**src/assert_macros.svh**
```systemverilog
// assertion macros shared by the track byte decoder modules
`ifndef ASSERT_MACROS_SVH
`define ASSERT_MACROS_SVH

// property must hold at every clock edge outside reset
`define TPBD_ASSERT(lbl, prop, msg) \
  lbl: assert property (@(posedge clk) disable iff (!rst_n) (prop)) else $error(msg);

// condition must never be seen outside reset
`define TPBD_NEVER(lbl, cond, msg) \
  lbl: assert property (@(posedge clk) disable iff (!rst_n) !(cond)) else $error(msg);

`endif

```
**src/tpbd_pkg.sv**
```systemverilog
// types, codes and helpers of the packed track byte decoder
`default_nettype none

package tpbd_pkg;

  // result kinds
  localparam logic [1:0] KIND_ROW   = 2'd0;
  localparam logic [1:0] KIND_INSTR = 2'd1;
  localparam logic [1:0] KIND_END   = 2'd2;
  localparam logic [1:0] KIND_EMPTY = 2'd3;

  // opcode classes, top two bits of an opcode byte
  localparam logic [1:0] OP_NOTE_VOL   = 2'b00;
  localparam logic [1:0] OP_NOTE_SPEED = 2'b01;
  localparam logic [1:0] OP_INSTR      = 2'b10;
  localparam logic [1:0] OP_GAP        = 2'b11;

  // result queue depth and count width
  localparam int QDEPTH = 4;
  localparam int CNT_W  = 3;

  // parse phase
  typedef enum logic [4:0] {
    PH_IDLE      = 5'b00001,
    PH_OPCODE    = 5'b00010,
    PH_VOL_NOTE  = 5'b00100,
    PH_SPEED     = 5'b01000,
    PH_VOL_SPEED = 5'b10000
  } phase_t;

  // one result item
  typedef struct packed {
    logic [1:0] kind;
    logic [6:0] row_or_length;
    logic       note_valid;
    logic [5:0] note;
    logic [5:0] instrument;
    logic       volume_valid;
    logic [3:0] volume_left;
    logic [3:0] volume_right;
    logic       speed_valid;
    logic [4:0] speed;
    logic       stereo;
    logic       last;
  } result_t;

  // up to two results written into the queue in one cycle
  typedef struct packed {
    logic    v0;
    logic    v1;
    result_t r0;
    result_t r1;
  } push_t;

  // result with only kind, length and stereo set
  function automatic result_t mk_item(logic [1:0] kind, logic [6:0] rl, logic st);
    result_t r;
    r               = '0;
    r.kind          = kind;
    r.row_or_length = rl;
    r.stereo        = st;
    return r;
  endfunction

endpackage

`default_nettype wire

```
**src/tpbd_if.sv**
```systemverilog
// request channels of the track byte decoder
`default_nettype none

// input channel: one track byte per request
interface tpbd_in_if;
  logic       valid;
  logic       ready;
  logic [7:0] track_byte;
  logic       track_start;

  modport source (output valid, output track_byte, output track_start, input ready);
  modport sink (input valid, input track_byte, input track_start, output ready);
endinterface

// result channel: one row or track event per request
interface tpbd_out_if;
  logic       valid;
  logic       ready;
  logic [1:0] kind;
  logic [6:0] row_or_length;
  logic       note_valid;
  logic [5:0] note;
  logic [5:0] instrument;
  logic       volume_valid;
  logic [3:0] volume_left;
  logic [3:0] volume_right;
  logic       speed_valid;
  logic [4:0] speed;
  logic       stereo;
  logic       last;

  modport source (
    output valid, output kind, output row_or_length, output note_valid, output note,
    output instrument, output volume_valid, output volume_left, output volume_right,
    output speed_valid, output speed, output stereo, output last, input ready
  );
  modport sink (
    input valid, input kind, input row_or_length, input note_valid, input note,
    input instrument, input volume_valid, input volume_left, input volume_right,
    input speed_valid, input speed, input stereo, input last, output ready
  );
endinterface

`default_nettype wire

```
**src/tpbd_decoder.sv**
```systemverilog
// input register, parse state and combinational byte decode
`default_nettype none
`include "assert_macros.svh"

module tpbd_decoder #(
  parameter int TRACK_ROWS = 64
) (
  input  wire logic            clk,
  input  wire logic            rst_n,
  input  wire logic            in_valid,
  output logic                 in_ready,
  input  wire logic [7:0]      in_byte,
  input  wire logic            in_start,
  input  wire logic            room,
  output tpbd_pkg::push_t      push
);
  import tpbd_pkg::*;

  localparam int RowW = $clog2(TRACK_ROWS + 1);
  localparam int SumW = ((RowW > 7) ? RowW : 7) + 1;
  localparam logic [SumW-1:0] TrLast = SumW'(TRACK_ROWS - 1);
  localparam logic [RowW-1:0] TrRows = RowW'(TRACK_ROWS);
  localparam logic [6:0]      TrLen  = 7'(TRACK_ROWS % 128);

  // input register
  logic       vld_r;
  logic [7:0] byte_r;
  logic       start_r;
  logic       fire;

  // parse state
  logic [RowW-1:0] row_r, row_nxt;
  logic [5:0]      inst_r, inst_nxt;
  phase_t          phase_r, phase_nxt;
  logic [6:0]      pn_r, pn_nxt;
  logic [4:0]      ps_r, ps_nxt;
  logic            ear_r, ear_nxt;
  logic            st_r, st_nxt;

  assign fire     = vld_r && room;
  assign in_ready = !vld_r || room;

  // input register load
  always_ff @(posedge clk) begin
    if (!rst_n) begin
      vld_r <= 1'b0;
    end else if (in_ready) begin
      vld_r <= in_valid;
    end
  end

  always_ff @(posedge clk) begin
    if (in_ready && in_valid) begin
      byte_r  <= in_byte;
      start_r <= in_start;
    end
  end

  // decode one byte
  always_comb begin
    logic [5:0]      low;
    logic [SumW-1:0] space;
    logic [SumW-1:0] gap_sum;
    logic [RowW-1:0] row_inc;
    logic            do_fin;
    logic            fin_vol;
    logic [3:0]      hi;
    logic [3:0]      lo;

    low     = byte_r[5:0];
    hi      = byte_r[7:4];
    lo      = byte_r[3:0];
    space   = SumW'(low) + SumW'(1);
    gap_sum = '0;
    row_inc = '0;
    do_fin  = 1'b0;
    fin_vol = 1'b0;

    row_nxt   = row_r;
    inst_nxt  = inst_r;
    phase_nxt = phase_r;
    pn_nxt    = pn_r;
    ps_nxt    = ps_r;
    ear_nxt   = ear_r;
    st_nxt    = st_r;
    push      = '0;

    if (fire) begin
      // a track start clears the state and makes this byte an opcode
      if (start_r) begin
        row_nxt   = '0;
        inst_nxt  = '0;
        phase_nxt = PH_OPCODE;
        pn_nxt    = '0;
        ps_nxt    = '0;
        ear_nxt   = 1'b0;
        st_nxt    = 1'b0;
      end
      gap_sum = SumW'(row_nxt) + space;

      case (phase_nxt)
        PH_OPCODE: begin
          case (byte_r[7:6])
            OP_INSTR: begin
              inst_nxt           = low;
              push.v0            = 1'b1;
              push.r0            = mk_item(KIND_INSTR, 7'd0, st_nxt);
              push.r0.instrument = low;
              push.r0.last       = 1'b1;
            end
            OP_NOTE_VOL, OP_NOTE_SPEED: begin
              pn_nxt    = (low != 6'd0) ? {1'b1, low - 6'd1} : 7'd0;
              ps_nxt    = '0;
              ear_nxt   = 1'b0;
              phase_nxt = (byte_r[7:6] == OP_NOTE_VOL) ? PH_VOL_NOTE : PH_SPEED;
            end
            OP_GAP: begin
              if (space > TrLast || gap_sum > TrLast) begin
                // gap runs past the last row
                phase_nxt = PH_IDLE;
                push.v0   = 1'b1;
                if (row_nxt != '0) begin
                  push.r0 = mk_item(KIND_END, TrLen, st_nxt);
                end else begin
                  push.r0 = mk_item(KIND_EMPTY, 7'd0, st_nxt);
                end
                push.r0.last = 1'b1;
              end else begin
                row_nxt = gap_sum[RowW-1:0];
              end
            end
            default: begin
              phase_nxt = PH_IDLE;
            end
          endcase
        end
        PH_VOL_NOTE, PH_VOL_SPEED: begin
          do_fin  = 1'b1;
          fin_vol = 1'b1;
        end
        PH_SPEED: begin
          if (lo == 4'd0) begin
            ear_nxt = 1'b1;
          end else begin
            ps_nxt = {1'b0, lo} + 5'd1;
          end
          if (byte_r[7]) begin
            phase_nxt = PH_VOL_SPEED;
          end else begin
            do_fin = 1'b1;
          end
        end
        default: begin
          // idle or ended track: byte ignored
        end
      endcase

      // emit the completed row and a track end if one is due
      if (do_fin) begin
        st_nxt  = st_nxt | (fin_vol && (hi != lo));
        push.v0 = 1'b1;
        push.r0 = mk_item(KIND_ROW, 7'(SumW'(row_nxt)), st_nxt);
        if (fin_vol && byte_r != 8'hff) begin
          push.r0.volume_valid = 1'b1;
          push.r0.volume_left  = ~hi;
          push.r0.volume_right = ~lo;
        end
        if (pn_nxt[6]) begin
          push.r0.note_valid = 1'b1;
          push.r0.note       = pn_nxt[5:0];
          push.r0.instrument = inst_nxt;
        end
        if (ps_nxt != 5'd0) begin
          push.r0.speed_valid = 1'b1;
          push.r0.speed       = ps_nxt;
        end
        if (ear_nxt) begin
          // zero speed: length is this row plus one
          push.v1   = 1'b1;
          push.r1   = mk_item(KIND_END, 7'(SumW'(row_nxt) + SumW'(1)), st_nxt);
          phase_nxt = PH_IDLE;
        end else begin
          row_inc = row_nxt + RowW'(1);
          row_nxt = row_inc;
          if (row_inc >= TrRows) begin
            push.v1   = 1'b1;
            push.r1   = mk_item(KIND_END, TrLen, st_nxt);
            phase_nxt = PH_IDLE;
          end else begin
            phase_nxt = PH_OPCODE;
          end
        end
        push.r0.last = !push.v1;
        push.r1.last = push.v1;
        pn_nxt       = '0;
        ps_nxt       = '0;
        ear_nxt      = 1'b0;
      end
    end
  end

  // parse state registers
  always_ff @(posedge clk) begin
    if (!rst_n) begin
      row_r   <= '0;
      inst_r  <= '0;
      phase_r <= PH_IDLE;
      pn_r    <= '0;
      ps_r    <= '0;
      ear_r   <= 1'b0;
      st_r    <= 1'b0;
    end else begin
      row_r   <= row_nxt;
      inst_r  <= inst_nxt;
      phase_r <= phase_nxt;
      pn_r    <= pn_nxt;
      ps_r    <= ps_nxt;
      ear_r   <= ear_nxt;
      st_r    <= st_nxt;
    end
  end

  // checks
  `TPBD_ASSERT(a_second_needs_first, push.v1 |-> push.v0, "second result without first")
  `TPBD_ASSERT(a_last_marks, push.v0 |-> (push.r0.last != push.v1), "last flag misplaced")
  `TPBD_ASSERT(a_second_is_end, push.v1 |-> (push.r1.kind == KIND_END && push.r1.last),
               "second result is not a track end")
  `TPBD_NEVER(a_push_idle, (push.v0 && !fire), "result pushed without a decoded byte")

endmodule

`default_nettype wire

```
**src/tpbd_result_queue.sv**
```systemverilog
// shifting result queue that takes up to two results per cycle
`default_nettype none
`include "assert_macros.svh"

module tpbd_result_queue (
  input  wire logic             clk,
  input  wire logic             rst_n,
  input  wire tpbd_pkg::push_t  push,
  output logic                  room,
  output tpbd_pkg::result_t     head,
  output logic                  head_vld,
  input  wire logic             head_rdy
);
  import tpbd_pkg::*;

  result_t            q_r   [QDEPTH];
  result_t            q_nxt [QDEPTH];
  logic [CNT_W-1:0]   count_r, count_nxt;
  logic [CNT_W-1:0]   base;
  logic               pop;

  assign head_vld = (count_r != '0);
  assign head     = q_r[0];
  assign pop      = head_vld && head_rdy;
  // room for two results regardless of this cycle's pop
  assign room     = (count_r <= CNT_W'(QDEPTH - 2));

  // shift on pop, write new results behind the survivors
  always_comb begin
    base = count_r - CNT_W'(pop);
    for (int i = 0; i < QDEPTH; i++) begin
      if (pop && i < QDEPTH - 1) begin
        q_nxt[i] = q_r[(i < QDEPTH - 1) ? i + 1 : i];
      end else begin
        q_nxt[i] = q_r[i];
      end
      if (push.v0 && base == CNT_W'(i)) begin
        q_nxt[i] = push.r0;
      end
      if (push.v1 && (base + CNT_W'(1)) == CNT_W'(i)) begin
        q_nxt[i] = push.r1;
      end
    end
    count_nxt = base + CNT_W'(push.v0) + CNT_W'(push.v1);
  end

  always_ff @(posedge clk) begin
    if (!rst_n) begin
      count_r <= '0;
    end else begin
      count_r <= count_nxt;
    end
  end

  always_ff @(posedge clk) begin
    for (int i = 0; i < QDEPTH; i++) begin
      q_r[i] <= q_nxt[i];
    end
  end

  // checks
  `TPBD_ASSERT(a_count_bound, count_r <= CNT_W'(QDEPTH), "queue count beyond depth")
  `TPBD_NEVER(a_push_no_room, (push.v0 && !room), "push into a full queue")
  `TPBD_ASSERT(a_pop_only, (pop && !push.v0) |=> (count_r == $past(count_r) - CNT_W'(1)),
               "queue count lost track on pop")

endmodule

`default_nettype wire

```
**src/tracker_pattern_byte_decoder_top.sv**
```systemverilog
// An accepted byte is held in the input register, decoded when the result
// queue has room; its results are registered in the queue, then offered.
// Throughput: one byte per cycle while the queue has room; a byte that ends a
// row with a track end gives two results, one at a time on the result port.
// The 4-entry result queue accepts decoding while it has room for two results.
// Reset: synchronous active-low rst_n; the decoder starts idle (track ended)
// and ignores bytes until one arrives with track_start set.
`default_nettype none

module tracker_pattern_byte_decoder_top #(
  parameter int TRACK_ROWS = 64
) (
  input  wire logic       clk,
  input  wire logic       rst_n,
  tpbd_in_if.sink         in_chan,
  tpbd_out_if.source      out_chan
);
  import tpbd_pkg::*;

  push_t   push;
  logic    room;
  result_t head;

  // byte decoder with parse state
  tpbd_decoder #(
    .TRACK_ROWS (TRACK_ROWS)
  ) u_decoder (
    .clk      (clk),
    .rst_n    (rst_n),
    .in_valid (in_chan.valid),
    .in_ready (in_chan.ready),
    .in_byte  (in_chan.track_byte),
    .in_start (in_chan.track_start),
    .room     (room),
    .push     (push)
  );

  // result queue
  tpbd_result_queue u_queue (
    .clk      (clk),
    .rst_n    (rst_n),
    .push     (push),
    .room     (room),
    .head     (head),
    .head_vld (out_chan.valid),
    .head_rdy (out_chan.ready)
  );

  // result fields
  assign out_chan.kind          = head.kind;
  assign out_chan.row_or_length = head.row_or_length;
  assign out_chan.note_valid    = head.note_valid;
  assign out_chan.note          = head.note;
  assign out_chan.instrument    = head.instrument;
  assign out_chan.volume_valid  = head.volume_valid;
  assign out_chan.volume_left   = head.volume_left;
  assign out_chan.volume_right  = head.volume_right;
  assign out_chan.speed_valid   = head.speed_valid;
  assign out_chan.speed         = head.speed;
  assign out_chan.stereo        = head.stereo;
  assign out_chan.last          = head.last;

endmodule

`default_nettype wire

```
**src/flat_wrapper.sv**
```systemverilog
// flat-port wrapper written by rule: the top's interface ports become plain ports
module tracker_pattern_byte_decoder_top_flat import tpbd_pkg::*;
#(
  parameter int TRACK_ROWS = 64
)
  (clk, rst_n, in_chan_valid, in_chan_track_byte, in_chan_track_start, in_chan_ready, out_chan_valid, out_chan_kind, out_chan_row_or_length, out_chan_note_valid, out_chan_note, out_chan_instrument, out_chan_volume_valid, out_chan_volume_left, out_chan_volume_right, out_chan_speed_valid, out_chan_speed, out_chan_stereo, out_chan_last, out_chan_ready);
  tpbd_in_if in_chan_i ();
  tpbd_out_if out_chan_i ();
  input  wire logic clk;
  input  wire logic rst_n;
  input wire logic [$bits(in_chan_i.valid)-1:0] in_chan_valid;
  input wire logic [$bits(in_chan_i.track_byte)-1:0] in_chan_track_byte;
  input wire logic [$bits(in_chan_i.track_start)-1:0] in_chan_track_start;
  output wire logic [$bits(in_chan_i.ready)-1:0] in_chan_ready;
  output wire logic [$bits(out_chan_i.valid)-1:0] out_chan_valid;
  output wire logic [$bits(out_chan_i.kind)-1:0] out_chan_kind;
  output wire logic [$bits(out_chan_i.row_or_length)-1:0] out_chan_row_or_length;
  output wire logic [$bits(out_chan_i.note_valid)-1:0] out_chan_note_valid;
  output wire logic [$bits(out_chan_i.note)-1:0] out_chan_note;
  output wire logic [$bits(out_chan_i.instrument)-1:0] out_chan_instrument;
  output wire logic [$bits(out_chan_i.volume_valid)-1:0] out_chan_volume_valid;
  output wire logic [$bits(out_chan_i.volume_left)-1:0] out_chan_volume_left;
  output wire logic [$bits(out_chan_i.volume_right)-1:0] out_chan_volume_right;
  output wire logic [$bits(out_chan_i.speed_valid)-1:0] out_chan_speed_valid;
  output wire logic [$bits(out_chan_i.speed)-1:0] out_chan_speed;
  output wire logic [$bits(out_chan_i.stereo)-1:0] out_chan_stereo;
  output wire logic [$bits(out_chan_i.last)-1:0] out_chan_last;
  input wire logic [$bits(out_chan_i.ready)-1:0] out_chan_ready;
  assign in_chan_i.valid = in_chan_valid;
  assign in_chan_i.track_byte = in_chan_track_byte;
  assign in_chan_i.track_start = in_chan_track_start;
  assign in_chan_ready = in_chan_i.ready;
  assign out_chan_valid = out_chan_i.valid;
  assign out_chan_kind = out_chan_i.kind;
  assign out_chan_row_or_length = out_chan_i.row_or_length;
  assign out_chan_note_valid = out_chan_i.note_valid;
  assign out_chan_note = out_chan_i.note;
  assign out_chan_instrument = out_chan_i.instrument;
  assign out_chan_volume_valid = out_chan_i.volume_valid;
  assign out_chan_volume_left = out_chan_i.volume_left;
  assign out_chan_volume_right = out_chan_i.volume_right;
  assign out_chan_speed_valid = out_chan_i.speed_valid;
  assign out_chan_speed = out_chan_i.speed;
  assign out_chan_stereo = out_chan_i.stereo;
  assign out_chan_last = out_chan_i.last;
  assign out_chan_i.ready = out_chan_ready;
  tracker_pattern_byte_decoder_top #(.TRACK_ROWS(TRACK_ROWS)) u_core (.clk(clk), .rst_n(rst_n), .in_chan(in_chan_i), .out_chan(out_chan_i));
endmodule
```
**config.mk**
```make
export PLATFORM = sky130hd
export DESIGN_NAME = tracker_pattern_byte_decoder_top_flat
export DESIGN_NICKNAME = d
export VERILOG_FILES = /design/src/tpbd_pkg.sv /design/src/tpbd_if.sv /design/src/tpbd_decoder.sv /design/src/tpbd_result_queue.sv /design/src/tracker_pattern_byte_decoder_top.sv /design/src/flat_wrapper.sv
export VERILOG_INCLUDE_DIRS = /design/src /design/src/src
export SDC_FILE = /design/constraint.sdc
export NUM_CORES = 1
export LEC_CHECK = 0
export BUFFER_PORTS_ARGS = -buffer_cell sky130_fd_sc_hd__buf_2
export CAP_MARGIN = 40
export CORE_MARGIN = 2
export CORE_UTILIZATION = 50
export DETAILED_ROUTE_END_ITERATION = 8
export GPL_TIMING_DRIVEN = 0
export HOLD_SLACK_MARGIN = 0.08
export PLACE_DENSITY = 0.68
export SLEW_MARGIN = 25
export SYNTH_ARGS = -nofsm -noshare
export SYNTH_HDL_FRONTEND = slang
export SYNTH_SLANG_ARGS = --single-unit
```
**constraint.sdc**
```tcl
create_clock -name clk -period 5 [get_ports clk]
set_clock_uncertainty 0.1 [all_clocks]
set_input_delay 0.5 -clock clk [delete_from_list [all_inputs] [get_ports clk]]
set_output_delay 0.5 -clock clk [all_outputs]
set_load 0.03 [all_outputs]
```
======== Word-level counts from Yosys, hierarchy flattened ========
Memories as Yosys holds them, arrays and structs flattened.
Index checks and enable logic that the tools add are counted.
storage, ports and cells
  output and inout bits ................... 41
  logic and storage cells ................. 147
  register bits after elaboration ......... 45
  input bits .............................. 13
  memories ................................ 1
  bits in writable memories ............... 156
cells by class
  reduce and logical (&&, ||, !) cells .... 27
  muxes and demuxes ....................... 76
  add/subtract/negate cells ............... 10
  bitwise gates (word level) .............. 3
  equal/unequal tests ..................... 15
  order comparisons ....................... 4
memory list
  memory              depth  width  rd ports  clocked after Yosys merged registers in  wr ports  line                     source
  u_core.u_queue.q_r  4      39     4         0                                        4         tpbd_result_queue.sv:16  result_t q_r [QDEPTH];
operator list
  cell                                                                             number
  39-bit 2-to-1 mux                                                                15
  80-bit 2-to-1 mux                                                                2
  7-bit 2-to-1 mux                                                                 14
  39-bit case mux with 2 select lines                                              1
  5-bit 2-to-1 mux                                                                 10
  38-bit 2-to-1 mux                                                                1
  5-bit case mux with 2 select lines                                               3
  6-bit 2-to-1 mux                                                                 4
  1-bit 2-to-1 mux                                                                 18
  7-bit by 1-bit adder with 7-bit output, second input constant                    2
  1-bit logical AND                                                                13
  13-bit 2-to-1 mux                                                                1
  3-bit by 2-bit == test with 1-bit output, second input constant                  4
  9-bit 2-to-1 mux                                                                 1
  7-bit by 7-bit adder with 8-bit output                                           1
  8-bit by 6-bit greater-than comparator with 1-bit output, second input constant  1
  8-bit inequality test, second input constant                                     1
  4-bit inverter                                                                   2
  6-bit by 1-bit adder with 7-bit output, second input constant                    1
  7-bit greater-or-equal comparator, second input constant                         1
  7-bit by 6-bit greater-than comparator with 1-bit output, second input constant  1
  7-bit nonzero test                                                               1
  3-bit by 1-bit adder with 3-bit output                                           2
  3-bit by 1-bit == test with 1-bit output, second input constant                  2
  other kinds (25)                                                                 33

======== Longest topological paths before layout ========
  word-level depth ........................ 22
  depth in mapped cells ................... 24
  gate-level depth less buffers ........... 22

======== Hierarchy ========
Synthesis repeated with hierarchy kept, for this count alone.
second synthesis, totals
  cells, all modules ...................... 1224
  area total of the unflattened synthesis .. 11985.2 sq um
by module, submodules not included
  module             cells each  instances  sequential area each (sq um)  area an instance (sq um)
  tpbd_result_queue  787         1          4744.6                        8451.9
  tpbd_decoder       437         1          930.9                         3533.4

======== Least setup slack after synthesis ========
Ideal clock, no wire load.
  path type ............................... flip-flop to flip-flop
  from .................................... reg u_core.u_decoder.byte_r[0]
  to ...................................... reg u_core.u_queue.count_r[1]
  required time ........................... 4.785 ns
  data arrival time ....................... 5.237 ns
  stages on the path, launching flop included .. 23
  slack ................................... -0.452 ns
  cells stage by stage .................... edfxtp_1 buf_2 inv_1 ha_1 fa_1 a21o_1 maj3_2 a2111oi_4 a211oi_1 nand2_1 buf_2 mux2i_1 inv_1 ha_1 nand2_1 a21oi_1 o21ai_1 o211ai_4 nor2_1 nor2_1 fa_1 ha_1 and2_1
between the ends
  word-level cells in the longest chain between the ends .. 17
  elaborated cells on any way between the ends .. 26
  those cells by class .................... add/sub: 5; order compare: 3; mux: 16; reduce/logical: 2
RTL lines
  element                                                   line                     source
  from (decl)                                               tpbd_decoder.sv:27       logic [7:0] byte_r;
  from (signal assigned)                                    tpbd_decoder.sv:54       byte_r <= in_byte;
  6-bit by 1-bit adder with 7-bit output                    tpbd_decoder.sv:73       space = SumW'(low) + SumW'(1);
  7-bit by 7-bit adder with 8-bit output                    tpbd_decoder.sv:99       gap_sum = SumW'(row_nxt) + space;
  8-bit by 6-bit greater-than comparator with 1-bit output  tpbd_decoder.sv:118      if (space > TrLast || gap_sum > TrLast) begin
  1-bit logical OR                                          tpbd_decoder.sv:118
  7-bit 2-to-1 mux                                          tpbd_decoder.sv:118
  7-bit 2-to-1 mux                                          tpbd_decoder.sv:103      case (byte_r[7:6])
  7-bit 2-to-1 mux                                          tpbd_decoder.sv:101      case (phase_nxt)
  7-bit 2-to-1 mux                                          tpbd_decoder.sv:88       if (fire) begin
  (+2 left out)                                             --
  1-bit 2-to-1 mux                                          tpbd_decoder.sv:185      if (row_inc >= TrRows) begin
  1-bit 2-to-1 mux                                          tpbd_decoder.sv:177      if (ear_nxt) begin
  1-bit 2-to-1 mux                                          tpbd_decoder.sv:159      if (do_fin) begin
  1-bit 2-to-1 mux                                          tpbd_decoder.sv:88
  80-bit 2-to-1 mux *                                       tpbd_decoder.sv:159
  80-bit 2-to-1 mux *                                       tpbd_decoder.sv:88
  3-bit by 1-bit adder with 3-bit output *                  tpbd_result_queue.sv:44  count_nxt = base + CNT_W'(push.v0) + CNT_W'(push.v1);
  named net u_core.u_queue.count_nxt[1]                     tpbd_result_queue.sv:18  logic [CNT_W-1:0] count_r, count_nxt;
  to (signal assigned)                                      tpbd_result_queue.sv:51  count_r <= count_nxt;
  to (decl)                                                 tpbd_result_queue.sv:18
Mark *: on every way through the listed nets, which the timed path passes. The rest lies on a longest branch. The select of a mux whose other input is x is not followed.
A chain may end at the register's enable or synchronous reset.

==> metrics.csv <==
metric;value;unit
status;finished, final reports clean;
Starting Density;51.4;%
Period minus WS final;4.83;ns
Post-synth EDFFs;49;
total power;5.62;mW
Synth top area share;29.1;%
critical path launch point type;flip-flop;
FFs w/ async S/R, synth;0;%
Post-Syn Nets;1341;
CP cell instances;buf_6, clkbuf_16, nor2b_2, ha_2, fa_2, a21o_1, maj3_2, a21o_1, a211oi_2, nand2_1, buf_6, mux2i_4, inv_2, ha_4, nand3_1, nor3_2, o21ai_2, o211ai_4, buf_12, o2111ai_4, nand2_1, mux2_1;
vias per cell;5.65;
Die X;149;um
simple-gate share of the synthesized area;27.5;%
sequential share of power;38.7;%
drc violations;0;
cell type with the largest total area after synthesis;dfxtp_1;
Slew Limit Headroom;49.6;%
clock power share;30.5;%
top post-synthesis cells by area;dfxtp_1, edfxtp_1, nand2_1, nor2_1, o21ai_0;
Gate power share;30.9;%
Routed Antenna Nets;0;
fillers;1863;
Distinct cells, synth;84;
final hold slack;0.128;ns
CP max FO;10;
FMAX;207;MHz
CP peak stage delay;0.40;ns
largest family of logic cells by synthesized area;simple AND/OR/NAND/NOR gates;
register area;4510;sq um
Post-Synth XOR/XNOR Area;3.20;%
Placed Area;11100;sq um
first-pass GRT wire length;47300;um
routability cong.;0.928;
Rows;52;
HP Class;primary input to flip-flop;
CTS Buf Count;23;
worst slew pin tran;0.750;ns
via count;9664;
internal power;3.61;mW
post-synthesis average cell area;7.98;sq um
maximum vdd drop;0.000356;V
CP arrival;4.99;ns
ys flop type;dfxtp_1;
final instance area;12400;sq um
drt wl/cell;17.5;um
Die ar.;22100;sq um
Leakage;5.13;nW
Adder-Cell Fraction of Synth Area;2.28;%
Buf/Inv on CP;5;
register area share after synthesis;43.1;%
CP Data Required Time;5.16;ns
setup tns final;0;ns
synthesized instance count;1311;
CTS root buf;clkbuf_16;
Final HPWL DP;21700;um
post-synthesis mux area share;3.91;%
Crit. End Element;flip-flop;
Switching Fraction;35.8;%
delay-heaviest family, CP;compound AO/OA/AOI/OAI gates;
clock-pin slew of the registers on the worst-case setup and hold paths;0.06;ns
GRT Util Overall;26.8;%
Antenna diodes;0;
CTS tree;built;
Slowest-stage cell, CP;fa_2;
Max-Cap Viols;0;
Max Slew Vio Count;0;
layout cells sized above 1;15.1;%
port bufs;53;
clock sink total;201;
Switch Pwr;2.01;mW
Period Utilization, post-route;96.6;%
area of the multi-input gates;5590;sq um
Yosys reg bits;201;
nets;1455;
number of global-route vias before repair;8924;
Synth Cell Area;10500;sq um
core area;20400;sq um
drt first pass iters;5;
Final Hold Viols;0;
drt initial violations;872;
total wire length;29900;um
gr ovfl total;0;
final setup vio count;0;
H-tree depth;1;
Ports;54;
area delta synth->final;18.2;%
Max Buffers Root-to-Sink;3;
chip height;149;um
worst-skew pair later-pin latency;0.52;ns
number of synthesis warnings;0;
Synth Area in Compound Gates;14.9;%
initial antenna violation count;0;
largest net degree at the start of global routing;13;
PD cells;455;nW/um^2
Worst Path Class, Setup;flip-flop to flip-flop;
## flip-flops by register name (all words and copies together) (netlist names), 3 cells and up
name                      count
u_core.u_decoder.byte_r       8
u_core.u_decoder.inst_r       6
u_core.u_decoder.phase_r      5
u_core.u_decoder.pn_r         7
u_core.u_decoder.ps_r         5
u_core.u_decoder.row_r        7
u_core.u_queue.count_r        3
u_core.u_queue.q_r          156
## Yosys cell counts (all sizes together), types with 11 or more instances
master / instances
or3: 11
edfxtp: 49
nand3: 97
ha: 15
o21ai: 110
and2: 14
xor2: 13
dfxtp: 152
xnor2: 18
nor3: 21
a22oi: 20
clkbuf: 53
a21oi: 64
nor2: 201
mux2i: 36
inv: 19
buf: 35
nand2: 270
## cells in the final DEF (no fill, tap or decap), types with 5 or more instances in the layout
master           n
nand2_1        266
nor2_1         198
dfxtp_1        152
o21ai_0        106
nand3_1         95
buf_2           72
a21oi_1         61
clkbuf_1        54
edfxtp_1        49
mux2i_1         34
buf_4           31
clkbuf_16       24
a22oi_1         20
nor3_1          18
inv_1           15
xnor2_1         14
and2_1          14
xor2_1          11
or3_1           10
dlygate4sd3_1    9
buf_6            8
nand2b_1         8
nand4_1          8
ha_1             8
nor2b_1          7
a21o_1           6
a22o_1           5
and3_1           5
a211oi_1         5
ha_2             5
clkbuf_8         5
## repair_timing
item                                    in CTS  in global routing
pin swaps                                    5                 17
endpoints found under the hold margin        9                  0
hold buffers                                 9                  0
endpoints found under the setup margin     202                178
buffers inserted                            14                 12
resized for setup                           27                 16
## power groups by stage
stage,Combinational (mW),Clock (mW),Sequential (mW)
after floorplan,1.02,0,2.38
after global placement,1.61,0,2.20
after global routing,1.92,1.79,2.21
final,1.73,1.71,2.18
after CTS,1.70,1.73,2.17
after detailed placement,1.64,0,2.21
## cell type report
class	count	area share, %
clock buffer	33	5.36
buffer	88	4.01
timing repair buffer	89	4.69
inverter	21	0.658
clock inverter	7	0.850
tap	270	2.73
multi-input combinational	1001	45.2
sequential	201	36.5
## worst min-delay path, delay by kind of cell
| kind | cells | cell delay [ns] |
|---|---|---|
| AOI/OAI and AO/OA | 1 | 0.05 |
| buffers and inverters | 2 | 0.14 |
## final timing paths
path	from	end	slack, ns	cells after the start
setup reg to reg	u_core.u_decoder.start_r	u_core.u_queue.q_r[1][1]	0.17	22
hold / removal	in_chan_valid	u_core.u_decoder.vld_r	0.13	3
setup / recovery	u_core.u_decoder.start_r	u_core.u_queue.q_r[1][1]	0.17	22
hold reg to reg	u_core.u_decoder.pn_r[6]	u_core.u_decoder.pn_r[6]	0.36	2
## routing by layer
metal | wire (um) | track usage (%)
met1 | 13600 | 37.2
met4 | 676 | 7.48
met2 | 13400 | 43.4
met5 | 0 | 0
met3 | 2160 | 4.33
## cell families (layout without fill, tap and decap cells)
group,count (synthesis),in the layout
AO/OA/AOI/OAI,250,250
XOR/XNOR,32,32
adder cells (fa/ha/maj),18,18
buffers and inverters,109,238
flip-flops,201,201
multiplexers,40,40
AND/OR/NAND/NOR,661,661
## stage by stage
step | setup WS, ns | cells | util (%)
3_3_place_gp | -0.881 | 1634 | 54.6
2_1_floorplan | 0.0113 | 1311 | -
4_1_cts | 0.00117 | 1698 | 60.0
3_5_place_dp | -0.903 | 1635 | 54.6
6_report | 0.171 | 1710 | 60.7
5_1_grt | -0.0129 | 1710 | 60.7
Note: power is estimated with default switching activity, not from simulation.
